$ cat src/rtl/core/pulse_channel_frame_sequencer_macros.svh
// ----------------------------------------------------------------------------
// pulse channel frame sequencer assertion macros
// concurrent assertion helpers clocked on clk, disabled during reset
// ----------------------------------------------------------------------------
`ifndef PULSE_CHANNEL_FRAME_SEQUENCER_MACROS_SVH
`define PULSE_CHANNEL_FRAME_SEQUENCER_MACROS_SVH
`ifndef NO_ASSERTIONS
// same-cycle implication
`define PCFS_ASSERT_IMPL(lbl, ante, cons, msg) \
  lbl: assert property (@(posedge clk) disable iff (!rst_n) (ante) |-> (cons)) \
    else $error(msg);
// next-cycle implication
`define PCFS_ASSERT_NEXT(lbl, ante, cons, msg) \
  lbl: assert property (@(posedge clk) disable iff (!rst_n) (ante) |=> (cons)) \
    else $error(msg);
`else
`define PCFS_ASSERT_IMPL(lbl, ante, cons, msg)
`define PCFS_ASSERT_NEXT(lbl, ante, cons, msg)
`endif
`endif

$ cat src/rtl/core/pcfs_pkg.sv
// ----------------------------------------------------------------------------
// pcfs_pkg
// shared types, constants and the duty table of the pulse channel sequencer
// ----------------------------------------------------------------------------
package pcfs_pkg;

  // tick divider and frame counter
  localparam int unsigned PHASE_W = 3;
  localparam int unsigned FRAME_W = 14;
  localparam logic [PHASE_W-1:0] TICK_DIVIDE  = 3'd6;
  localparam logic [FRAME_W-1:0] FRAME_LENGTH = 14'd14916;
  localparam logic [FRAME_W-1:0] STEP_QUARTER_A = 14'd3729;
  localparam logic [FRAME_W-1:0] STEP_HALF_A    = 14'd7457;
  localparam logic [FRAME_W-1:0] STEP_QUARTER_B = 14'd11186;

  // pulse channel
  localparam int unsigned TIMER_W  = 12;
  localparam int unsigned RELOAD_W = 11;
  localparam int unsigned DUTY_W   = 8;

  // register addresses
  localparam logic [15:0] ADDR_DUTY      = 16'h4000;
  localparam logic [15:0] ADDR_TIMER_LO  = 16'h4002;
  localparam logic [15:0] ADDR_TIMER_HI  = 16'h4003;
  localparam logic [15:0] ADDR_STATUS    = 16'h4015;

  // duty select codes
  localparam logic [1:0] DUTY_SEL_12 = 2'd0;
  localparam logic [1:0] DUTY_SEL_25 = 2'd1;
  localparam logic [1:0] DUTY_SEL_50 = 2'd2;
  localparam logic [1:0] DUTY_SEL_75 = 2'd3;

  typedef enum logic {
    CMD_WRITE = 1'b0,
    CMD_TICK  = 1'b1
  } cmd_e_t;

  typedef struct packed {
    logic        command;
    logic [15:0] address;
    logic [7:0]  write_data;
  } in_word_t;

  typedef struct packed {
    logic pulse_level;
    logic sample_strobe;
    logic quarter_frame;
    logic half_frame;
  } out_word_t;

  // flags of one tick from the frame counter
  typedef struct packed {
    logic active;
    logic quarter;
    logic half;
  } frame_flags_t;

  // duty waveform for a select code
  function automatic logic [DUTY_W-1:0] duty_lookup(input logic [1:0] sel);
    logic [DUTY_W-1:0] pat;
    unique case (sel)
      DUTY_SEL_12: pat = 8'h01;
      DUTY_SEL_25: pat = 8'h03;
      DUTY_SEL_50: pat = 8'h0F;
      DUTY_SEL_75: pat = 8'hFC;
      default:     pat = 8'h01;
    endcase
    return pat;
  endfunction

endpackage

$ cat src/rtl/core/pcfs_frame.sv
// ----------------------------------------------------------------------------
// pcfs_frame
// tick divider and 4-step frame counter with quarter and half frame flags
// ----------------------------------------------------------------------------
`include "pulse_channel_frame_sequencer_macros.svh"

module pcfs_frame (
  input  logic                  clk,
  input  logic                  rst_n,
  input  logic                  tick_en,
  output pcfs_pkg::frame_flags_t flags
);
  import pcfs_pkg::*;

  logic [PHASE_W-1:0] phase_r, phase_nxt;
  logic [FRAME_W-1:0] frame_pos_r, frame_pos_nxt;
  logic [FRAME_W-1:0] frame_inc;

  // next phase and frame position
  always_comb begin
    phase_nxt     = phase_r;
    frame_pos_nxt = frame_pos_r;
    frame_inc     = frame_pos_r + 1'b1;
    flags         = '0;
    if (tick_en) begin
      if (phase_r == TICK_DIVIDE - 1'b1) begin
        phase_nxt = '0;
      end else begin
        phase_nxt = phase_r + 1'b1;
      end
      if (phase_r == '0) begin
        flags.active  = 1'b1;
        frame_pos_nxt = frame_inc;
        if (frame_inc == STEP_QUARTER_A || frame_inc == STEP_QUARTER_B) begin
          flags.quarter = 1'b1;
        end
        if (frame_inc == STEP_HALF_A) begin
          flags.quarter = 1'b1;
          flags.half    = 1'b1;
        end
        if (frame_inc == FRAME_LENGTH) begin
          flags.quarter = 1'b1;
          flags.half    = 1'b1;
          frame_pos_nxt = '0;
        end
      end
    end
  end

  // counter registers
  always_ff @(posedge clk) begin
    if (!rst_n) begin
      phase_r     <= '0;
      frame_pos_r <= '0;
    end else begin
      phase_r     <= phase_nxt;
      frame_pos_r <= frame_pos_nxt;
    end
  end

  `PCFS_ASSERT_IMPL(a_frame_in_range, 1'b1, frame_pos_r < FRAME_LENGTH,
    "frame position out of range")
  `PCFS_ASSERT_IMPL(a_phase_in_range, 1'b1, phase_r < TICK_DIVIDE,
    "tick phase out of range")
  `PCFS_ASSERT_IMPL(a_half_is_quarter, flags.half, flags.quarter && flags.active,
    "half frame without quarter frame")

endmodule

$ cat src/rtl/core/pcfs_pulse.sv
// ----------------------------------------------------------------------------
// pcfs_pulse
// pulse channel registers, period timer and rotating duty sequencer
// ----------------------------------------------------------------------------
`include "pulse_channel_frame_sequencer_macros.svh"

module pcfs_pulse (
  input  logic        clk,
  input  logic        rst_n,
  input  logic        wr_en,
  input  logic [15:0] wr_addr,
  input  logic [7:0]  wr_data,
  input  logic        seq_clk_en,
  output logic        level_nxt
);
  import pcfs_pkg::*;

  logic [TIMER_W-1:0]  period_timer_r, period_timer_nxt;
  logic [RELOAD_W-1:0] period_reload_r, period_reload_nxt;
  logic [DUTY_W-1:0]   duty_pattern_r, duty_pattern_nxt;
  logic                level_r;
  logic                channel_enable_r, channel_enable_nxt;

  // register writes and sequencer clocking
  always_comb begin
    period_timer_nxt   = period_timer_r;
    period_reload_nxt  = period_reload_r;
    duty_pattern_nxt   = duty_pattern_r;
    level_nxt          = level_r;
    channel_enable_nxt = channel_enable_r;
    if (wr_en) begin
      priority if (wr_addr == ADDR_DUTY) begin
        duty_pattern_nxt = duty_lookup(wr_data[7:6]);
      end else if (wr_addr == ADDR_TIMER_LO) begin
        period_reload_nxt = {period_reload_r[RELOAD_W-1:8], wr_data};
      end else if (wr_addr == ADDR_TIMER_HI) begin
        period_reload_nxt = {wr_data[2:0], period_reload_r[7:0]};
        period_timer_nxt  = {1'b0, wr_data[2:0], period_reload_r[7:0]};
      end else if (wr_addr == ADDR_STATUS) begin
        channel_enable_nxt = wr_data[0];
      end else begin
        channel_enable_nxt = channel_enable_r;
      end
    end else if (seq_clk_en && channel_enable_r) begin
      if (period_timer_r == '0) begin
        period_timer_nxt = {1'b0, period_reload_r} + 1'b1;
        duty_pattern_nxt = {duty_pattern_r[0], duty_pattern_r[DUTY_W-1:1]};
        level_nxt        = duty_pattern_r[1];
      end else begin
        period_timer_nxt = period_timer_r - 1'b1;
      end
    end
  end

  // channel state
  always_ff @(posedge clk) begin
    if (!rst_n) begin
      period_timer_r   <= '0;
      period_reload_r  <= '0;
      duty_pattern_r   <= '0;
      level_r          <= 1'b0;
      channel_enable_r <= 1'b0;
    end else begin
      period_timer_r   <= period_timer_nxt;
      period_reload_r  <= period_reload_nxt;
      duty_pattern_r   <= duty_pattern_nxt;
      level_r          <= level_nxt;
      channel_enable_r <= channel_enable_nxt;
    end
  end

  `PCFS_ASSERT_IMPL(a_timer_bound, period_timer_r[TIMER_W-1],
    period_timer_r[TIMER_W-2:0] == '0, "period timer above reload plus one")
  `PCFS_ASSERT_NEXT(a_disabled_holds, !channel_enable_r && !wr_en,
    $stable(period_timer_r) && $stable(duty_pattern_r) && $stable(level_r),
    "disabled channel changed its sequencer")

endmodule

$ cat src/rtl/core/pcfs_out_buf.sv
// ----------------------------------------------------------------------------
// pcfs_out_buf
// result register with a skid stage so a stalled output does not block input
// ----------------------------------------------------------------------------
`include "pulse_channel_frame_sequencer_macros.svh"

module pcfs_out_buf (
  input  logic                clk,
  input  logic                rst_n,
  input  logic                push,
  input  pcfs_pkg::out_word_t push_word,
  output logic                full,
  output logic                out_valid,
  input  logic                out_stall,
  output pcfs_pkg::out_word_t out_data
);
  import pcfs_pkg::*;

  logic      main_valid_r, main_valid_nxt;
  logic      skid_valid_r, skid_valid_nxt;
  out_word_t main_word_r, main_word_nxt;
  out_word_t skid_word_r, skid_word_nxt;
  logic      pop;

  assign pop       = main_valid_r && !out_stall;
  assign full      = skid_valid_r;
  assign out_valid = main_valid_r;
  assign out_data  = main_word_r;

  // buffer steering
  always_comb begin
    main_valid_nxt = main_valid_r;
    skid_valid_nxt = skid_valid_r;
    main_word_nxt  = main_word_r;
    skid_word_nxt  = skid_word_r;
    if (pop) begin
      if (skid_valid_r) begin
        main_word_nxt  = skid_word_r;
        skid_valid_nxt = 1'b0;
      end else if (push) begin
        main_word_nxt = push_word;
      end else begin
        main_valid_nxt = 1'b0;
      end
    end else if (push) begin
      if (main_valid_r) begin
        skid_word_nxt  = push_word;
        skid_valid_nxt = 1'b1;
      end else begin
        main_word_nxt  = push_word;
        main_valid_nxt = 1'b1;
      end
    end
  end

  // control registers
  always_ff @(posedge clk) begin
    if (!rst_n) begin
      main_valid_r <= 1'b0;
      skid_valid_r <= 1'b0;
    end else begin
      main_valid_r <= main_valid_nxt;
      skid_valid_r <= skid_valid_nxt;
    end
  end

  // payload registers
  always_ff @(posedge clk) begin
    main_word_r <= main_word_nxt;
    skid_word_r <= skid_word_nxt;
  end

  `PCFS_ASSERT_IMPL(a_skid_behind_main, skid_valid_r, main_valid_r,
    "skid word held without a main word")
  `PCFS_ASSERT_IMPL(a_no_push_when_full, push, !skid_valid_r,
    "word pushed into a full buffer")
  `PCFS_ASSERT_NEXT(a_skid_drains, pop && skid_valid_r,
    main_valid_r && !skid_valid_r, "skid word not moved forward")

endmodule

$ cat src/rtl/core/pulse_channel_frame_sequencer.sv
// ----------------------------------------------------------------------------
// pulse_channel_frame_sequencer
// pulse channel with duty sequencer and 4-step frame counter
// ----------------------------------------------------------------------------
// Each input word is a bus write (command 0) or one clock tick (command 1).
// Every input word yields exactly one result word: the current pulse level
// and the sample strobe, quarter frame and half frame flags of that tick.
// Input channel: in_valid / in_stall / in_data, accepted when valid and not
// stalled. Result channel: out_valid / out_stall / out_data, same rules.
// Each result is registered before it is presented. Throughput: one word per
// cycle while in_stall is low; the state update is a single registered step,
// so back-to-back words see each other's effects with no bubbles.
// A result register plus a one-word skid stage sit on the output: while the
// receiver stalls, one more input word is still taken, then in_stall rises
// (it comes straight from a register) until the receiver drains the skid.
// Reset (rst_n low, synchronous) clears the divider, frame counter, timer,
// reload, duty pattern, level and enable, and empties the output buffer.
// ----------------------------------------------------------------------------
module pulse_channel_frame_sequencer (
  input  logic                clk,
  input  logic                rst_n,
  input  logic                in_valid,
  output logic                in_stall,
  input  pcfs_pkg::in_word_t  in_data,
  output logic                out_valid,
  input  logic                out_stall,
  output pcfs_pkg::out_word_t out_data
);
  import pcfs_pkg::*;

  logic         accept;
  logic         buf_full;
  logic         is_tick;
  logic         level_nxt;
  frame_flags_t flags;
  out_word_t    result;

  assign in_stall = buf_full;
  assign accept   = in_valid && !buf_full;
  assign is_tick  = (in_data.command == CMD_TICK);

  // frame counter
  pcfs_frame u_frame (
    .clk     (clk),
    .rst_n   (rst_n),
    .tick_en (accept && is_tick),
    .flags   (flags)
  );

  // pulse channel
  pcfs_pulse u_pulse (
    .clk        (clk),
    .rst_n      (rst_n),
    .wr_en      (accept && !is_tick),
    .wr_addr    (in_data.address),
    .wr_data    (in_data.write_data),
    .seq_clk_en (flags.active),
    .level_nxt  (level_nxt)
  );

  // result word
  always_comb begin
    result.pulse_level   = level_nxt;
    result.sample_strobe = flags.active;
    result.quarter_frame = flags.quarter;
    result.half_frame    = flags.half;
  end

  // output buffer
  pcfs_out_buf u_out_buf (
    .clk       (clk),
    .rst_n     (rst_n),
    .push      (accept),
    .push_word (result),
    .full      (buf_full),
    .out_valid (out_valid),
    .out_stall (out_stall),
    .out_data  (out_data)
  );

endmodule
$ cat config.mk
export PLATFORM = sky130hd
export DESIGN_NAME = pulse_channel_frame_sequencer
export DESIGN_NICKNAME = d
export VERILOG_FILES = /design/src/rtl/core/pcfs_pkg.sv /design/src/rtl/core/pcfs_frame.sv /design/src/rtl/core/pcfs_pulse.sv /design/src/rtl/core/pcfs_out_buf.sv /design/src/rtl/core/pulse_channel_frame_sequencer.sv
export VERILOG_INCLUDE_DIRS = /design/src /design/src/rtl/core
export SDC_FILE = /design/constraint.sdc
export NUM_CORES = 1
export LEC_CHECK = 0
export ABC_AREA = 1
export BUFFER_PORTS_ARGS = -buffer_cell sky130_fd_sc_hd__buf_2
export CAP_MARGIN = 20
export CORE_MARGIN = 3
export CORE_UTILIZATION = 45
export CTS_CLUSTER_DIAMETER = 60
export DETAILED_ROUTE_END_ITERATION = 10
export GPL_ROUTABILITY_DRIVEN = 0
export PLACE_DENSITY_LB_ADDON = 0.05
export RECOVER_POWER = 50
export SLEW_MARGIN = 20
export SYNTH_ARGS = -nofsm -noshare
export SYNTH_HDL_FRONTEND = slang
export SYNTH_SLANG_ARGS = --single-unit
$ cat constraint.sdc
create_clock -name clk -period 5.3 [get_ports clk]
set_clock_uncertainty 0.05 [all_clocks]
set_input_delay 0 -clock clk [delete_from_list [all_inputs] [get_ports clk]]
set_output_delay 0 -clock clk [all_outputs]
set_load 0.02 [all_outputs]
After elaboration in Yosys (flattened, before gate mapping). Index checks and enable logic that the tools add are counted.

Word-level logic and storage cells: 104. Input bits: 29. Bits in registers: 60.

Equality and inequality tests: 19. Multiplexer cells: 31. Add/subtract/negate cells: 4. Bitwise operators: 5. Reductions and logical operators: 27.

Operators with widths (number): $mux 12 (6); $eq 16x15->1 const B (4); $mux 8 (5); $pmux 8 s4 (1); $eq 14x14->1 const B (2); $mux 4 (5); $reduce_and 3->1 (5); $add 14x1->14 const B (1); $eq 14x12->1 const B (1); $eq 14x13->1 const B (1); $mux 14 (1); $ne 2x2->1 const B (7); $add 11x1->12 const B (1); $logic_not 12->1 (1); $sub 12x1->12 const B (1); $mux 3 (3); $mux 1 (8); $reduce_and 4->1 (2); $reduce_bool 2->1 (4); $logic_and 1x1->1 (5); $not 1->1 (5); $reduce_and 5->1 (1); $eq 2x2->1 const B (2); $mux 2 (2); other kinds (9) (12).

Depth between registers and ports, before layout.
Depth after elaboration: 14. Mapped depth: 13. Gate-level depth less buffers: 13.

Hierarchy. Synthesis repeated with hierarchy kept, for this count alone.

Cells, all modules: 646. Area total of the unflattened synthesis: 4116.4 µm².

Modules (own cells, without submodules): pcfs_pulse (instances 1, cells each 388, area an instance 2419.8 µm²); pcfs_frame (instances 1, cells each 213, area an instance 1265.0 µm²); pcfs_out_buf (instances 1, cells each 39, area an instance 406.6 µm²); pulse_channel_frame_sequencer (instances 1, cells each 6, area an instance 25.0 µm²).

Least setup slack after synthesis. OpenSTA, ideal clock, no wires.

Kind: reg-to-reg. Start: register u_frame.frame_pos_r[0]. End: register u_out_buf.main_word_r (netlist bit u_out_buf.out_data[0]) (data pin). Cell stages (with the launch flop): 12. Clock period less this slack: 1.777 ns. Setup time: 0.152 ns. Required time: 5.098 ns. Arrival: 1.574 ns. Slack: 3.523 ns. Path buffers: 0. Cells stage by stage: dfxtp_1 > ha_1 > nand3_1 > nor2_1 > nand2_1 > nand2_1 > nand3b_1 > nor2_1 > nand3_2 > nand2_1 > nand3_1 > o21ai_0.

RTL lines: start: declaration (line pcfs_frame.sv:16) `logic [FRAME_W-1:0] frame_pos_r, frame_pos_nxt;`; start signal: assignment (line pcfs_frame.sv:57) `frame_pos_r <= frame_pos_nxt;`; end signal: assignment (line pcfs_out_buf.sv:69) `main_word_r <= main_word_nxt;`; end: declaration (line pcfs_out_buf.sv:21) `out_word_t main_word_r, main_word_nxt;`.

Worst setup path after layout.
Start: register u_out_buf.skid_valid_r (netlist: u_out_buf.full). End: register u_pulse.duty_pattern_r[0].

Cells in the longest elaborated chain, start to end: 7.

Ends and longest elaborated chain: start: declaration (line pcfs_out_buf.sv:20) `logic skid_valid_r, skid_valid_nxt;`; start signal: assignment (line pcfs_out_buf.sv:63) `skid_valid_r <= skid_valid_nxt;`; $logic_not 1->1 (*) (line pulse_channel_frame_sequencer.sv:39) `assign accept = in_valid && !buf_full;`; $logic_and 1x1->1 (*) (line pulse_channel_frame_sequencer.sv:39); $logic_and 1x1->1 (line pulse_channel_frame_sequencer.sv:46) `.tick_en (accept && is_tick),`; $mux 3 (line pcfs_frame.sv:25) `if (tick_en) begin`; $logic_and 1x1->1 (line pcfs_pulse.sv:44) `end else if (seq_clk_en && channel_enable_r) begin`; $reduce_bool 2->1 (no source line); $reduce_and 3->1 (no source line); end signal: assignment (line pcfs_pulse.sv:66) `duty_pattern_r <= duty_pattern_nxt;`; end: declaration (line pcfs_pulse.sv:20) `logic [DUTY_W-1:0] duty_pattern_r, duty_pattern_nxt;`.

Every way passes the cells marked *; elsewhere a longest branch is shown, timed or not. A chain may end at the register's enable or synchronous reset.

==> out/results.tsv <==
metric	value	unit
syn avg cell area	6.797	sq um
Max Buffers Root-to-Sink	2	
cells along the critical path	inv_1 -> nand2_1 -> nor2_1 -> inv_1 -> nand2_1 -> nand2_1 -> nand2_2 -> inv_2 -> o21ai_1 -> nor2_1	
core footprint	8299	sq um
sequential cell area	1281	sq um
die width	98.87	microns
startpoint of the worst register-to-register path	u_out_buf.full	
layout cells sized above 1	0.1129	
antenna violations before repair	0	
status	completed	
WP data arrival	3.57	ns
sequential fraction of design power	0.452	
met2 Track Usage GR	0.3569	
die span in y	98.87	microns
biggest cell delay along the critical path	1.01	ns
slowest cell on the critical path	nor2_1	
setup repair after global routing missed its margin	false	
area added between synthesis and finish	12.80	%
count of unique library cells instantiated by Yosys	46	
CP Max Fanout	25	
GRT Util Overall	0.2154	
destination of the worst register-to-register timing path	u_pulse.duty_pattern_r[0]	
min Tclk post-route	3.398	ns
DRC marker count from the first detailed-route iteration	207	
Final Hold Slack	0.01518	ns
Setup TNS	0	ns
effective utilization at floorplan	0.4677	
Total Die Area	9775	sq um
worst hold path endpoint	u_pulse.channel_enable_r	
Levels on crit path	10	
Crit path buffers/inverters	3	
commonest cells after routing, fill and taps aside	134 x nand2_1, 73 x nor2_1, 59 x inv_1	
clock insertion delay at the later pin of the skew report	0.34	ns
root buffer selected by CTS	clkbuf_8	
number of synthesized flops with an enable pin	8	
slew at the pin with the worst max-slew slack	1.314	ns
number of iterations in the first detailed-routing pass	5	
clock sink total	60	
post-synthesis sequential area ratio	0.3301	
grt met1 use	0.2933	
Inserted Diodes	0	
cts bufs inserted	9	
highest-utilization routing layer at the global route stage	met2	
reg2reg path depth	10	
count of yosys warnings during synthesis	0	
Via Count	3797	
most frequently used flop master after synthesis	dfxtp_1	
switching power	0.0002765	W
post-detailed-route via-to-cell ratio	5.237	
global-route congestion overflow total	0	
met3 Use GR	0.02760	
count of pins over their slew limit	0	
number of hold-slack violations in the final timing report	0	
flop-to-flop setup slack	1.90	ns
# port buffers	34	
Leak Pwr	1.815	nW
Clk pin slew, worst setup/hold paths	0.07	ns
maximum number of pins on one net before global-route repair	30	
clock network fraction of design power	0.434	
post_cts resized	0	
standard-cell row count	33	
switching share of power	0.2631	
startpoint type of the worst setup path	flop	
wire length per cell after detailed routing	13.95	microns
number of global-route vias before repair	3600	
area of combinational cells with multiple inputs	2227	sq um
final cycle utilization of the critical path	0.6411	
Rel. slew slack	0.1208	
dpl hpwl	7.613	mm
netlist area before placement	3881	sq um
first-pass GRT wire length	17.37	mm
FF+latch count, synth	60	
total nets after synthesis	609	
origin of the worst min-delay path	in_data[13]	
post-CTS setup buffer count	0	
Fmax achieved	0.2943	GHz
final routed DRC violation total	0	
Final Net Count	653	
type of destination of the critical path	flop	
clock tree from TritonCTS	built	
Internal Dissipation	0.0007743	W
cell occurring most often along the worst timing path	nand2_1	
maximum vdd drop	119.4	uV
max-cap violations	0	
total of fill cells in the finished design	853	
most common cell after layout, fill and taps aside	nand2_1	
worst hold path stage count	4	
Worst Hold Class	in2reg	
final setup vio count	0	
count of nets left with antenna violations after detail routing	0	
total power density per cell area	240.0	nW/um^2
Syn Inst Count	571	
hold buffer count at CTS	12	
critical path type	reg2reg	
CTS HTree Levels	3	
async set-reset flop share out of synthesis	0	
Crit path required time	5.48	ns
relative contribution of combinational cells to total power	0.115	
kind of cell with the highest combined delay on the critical path	simple AND/OR/NAND/NOR gates	
Total Wirelength	10.12	mm
num ports	35	
## power groups by stage
stage          clock (W)  sequential, W  combinational, W
2_1_floorplan          0       0.000487         0.0000788
3_3_place_gp           0       0.000485          0.000117
3_5_place_dp           0       0.000485          0.000118
4_1_cts         0.000467       0.000474          0.000126
5_1_grt         0.000488       0.000475          0.000136
6_report        0.000456       0.000475          0.000121
## worst reg2reg max path, cell delays in order (launching register included)
cell,delay [ns]
dfxtp_1,0.36
inv_1,0.09
nand2_1,0.13
nor2_1,1.01
inv_1,0.76
nand2_1,0.33
nand2_1,0.13
nand2_2,0.21
inv_2,0.05
o21ai_1,0.12
nor2_1,0.06
## per-layer routing
| metal | vias up | wire length, microns |
|---|---|---|
| li1 | 1988 | - |
| met1 | 1734 | 4778 |
| met2 | 66 | 4907 |
| met3 | 9 | 333 |
| met4 | 0 | 97 |
| met5 | - | 0 |
## Yosys cell counts (2+ instances only)
cell type / number / area share
dfxtp_1: 52 / 0.27
ha_1: 9 / 0.029
a221oi_1: 3 / 0.0068
o21ai_0: 34 / 0.044
nand3b_1: 4 / 0.0077
xnor2_1: 4 / 0.0090
buf_1: 2 / 0.0019
a31oi_1: 7 / 0.011
nand3_2: 3 / 0.0077
nand2_1: 131 / 0.13
nor2_1: 69 / 0.067
inv_2: 6 / 0.0058
a21oi_2: 4 / 0.0090
or2_1: 3 / 0.0048
o21ai_1: 13 / 0.017
edfxtp_1: 8 / 0.062
nand2_4: 4 / 0.012
xor2_1: 9 / 0.020
o211ai_1: 3 / 0.0058
nand3_1: 45 / 0.058
nand4_1: 15 / 0.024
o21bai_1: 2 / 0.0039
nor2_2: 4 / 0.0064
buf_2: 4 / 0.0052
nand2_2: 4 / 0.0064
a21oi_1: 29 / 0.037
inv_1: 58 / 0.056
nor2_4: 6 / 0.017
nor3_1: 16 / 0.021
clkbuf_1: 4 / 0.0039
## stage by stage
step / util / instances / instance area, sq um / setup slack [ns] / power [W]
final: 0.5275 / 725 / 4378 / 1.902 / 0.001051
after global routing: 0.5275 / 725 / 4378 / 1.476 / 0.001100
after CTS: 0.5348 / 725 / 4438 / 3.028 / 0.001067
after detailed placement: 0.4942 / 697 / 4101 / 3.041 / 0.0006029
after global placement: 0.4942 / 697 / 4101 / 3.048 / 0.0006016
after floorplan: - / 571 / 3881 / 3.523 / 0.0005658
## worst max path at each step
| stage | start | end | slack [ns] |
|---|---|---|---|
| after floorplan | u_frame.frame_pos_r[0] | u_out_buf.out_data[0] | 3.52 |
| after global placement | u_frame.frame_pos_r[0] | u_out_buf.out_data[0] | 3.05 |
| after detailed placement | u_frame.frame_pos_r[1] | u_out_buf.out_data[0] | 3.04 |
| after CTS | u_frame.frame_pos_r[0] | u_out_buf.out_data[0] | 3.03 |
| after global routing | u_out_buf.full | u_pulse.duty_pattern_r[3] | 1.48 |
| final | u_out_buf.full | u_pulse.duty_pattern_r[0] | 1.90 |
## layout make-up
type / count / share of cell area
multi-input cells: 434 / 0.5087
clock buffers: 10 / 0.02915
well taps: 105 / 0.03001
inverters: 64 / 0.05487
flip-flops and latches: 60 / 0.2927
clock inverters: 6 / 0.02029
repair buffers: 46 / 0.06430
## logic make-up (layout without fill, tap and decap cells)
group / after synthesis / after routing / synth area share
compound gates: 103 / 103 / 0.1554
buf+inv: 77 / 126 / 0.08285
fa+ha+maj: 9 / 9 / 0.02901
flops: 60 / 60 / 0.3301
simple gates: 309 / 309 / 0.3733
xor+xnor: 13 / 13 / 0.02934
## sequential cells by signal, indices dropped and copies added (netlist names)
register and count:
u_pulse.duty_pattern_r 8, u_out_buf.skid_word_r 4, u_pulse.level_r 1, u_out_buf.full 1, u_pulse.period_timer_r 12, u_frame.frame_pos_r 14, u_pulse.channel_enable_r 1, u_out_buf.out_data 4
u_frame.phase_r 3, u_pulse.period_reload_r 11, u_out_buf.out_valid 1
No activity file was read; power rests on OpenSTA's default activity.
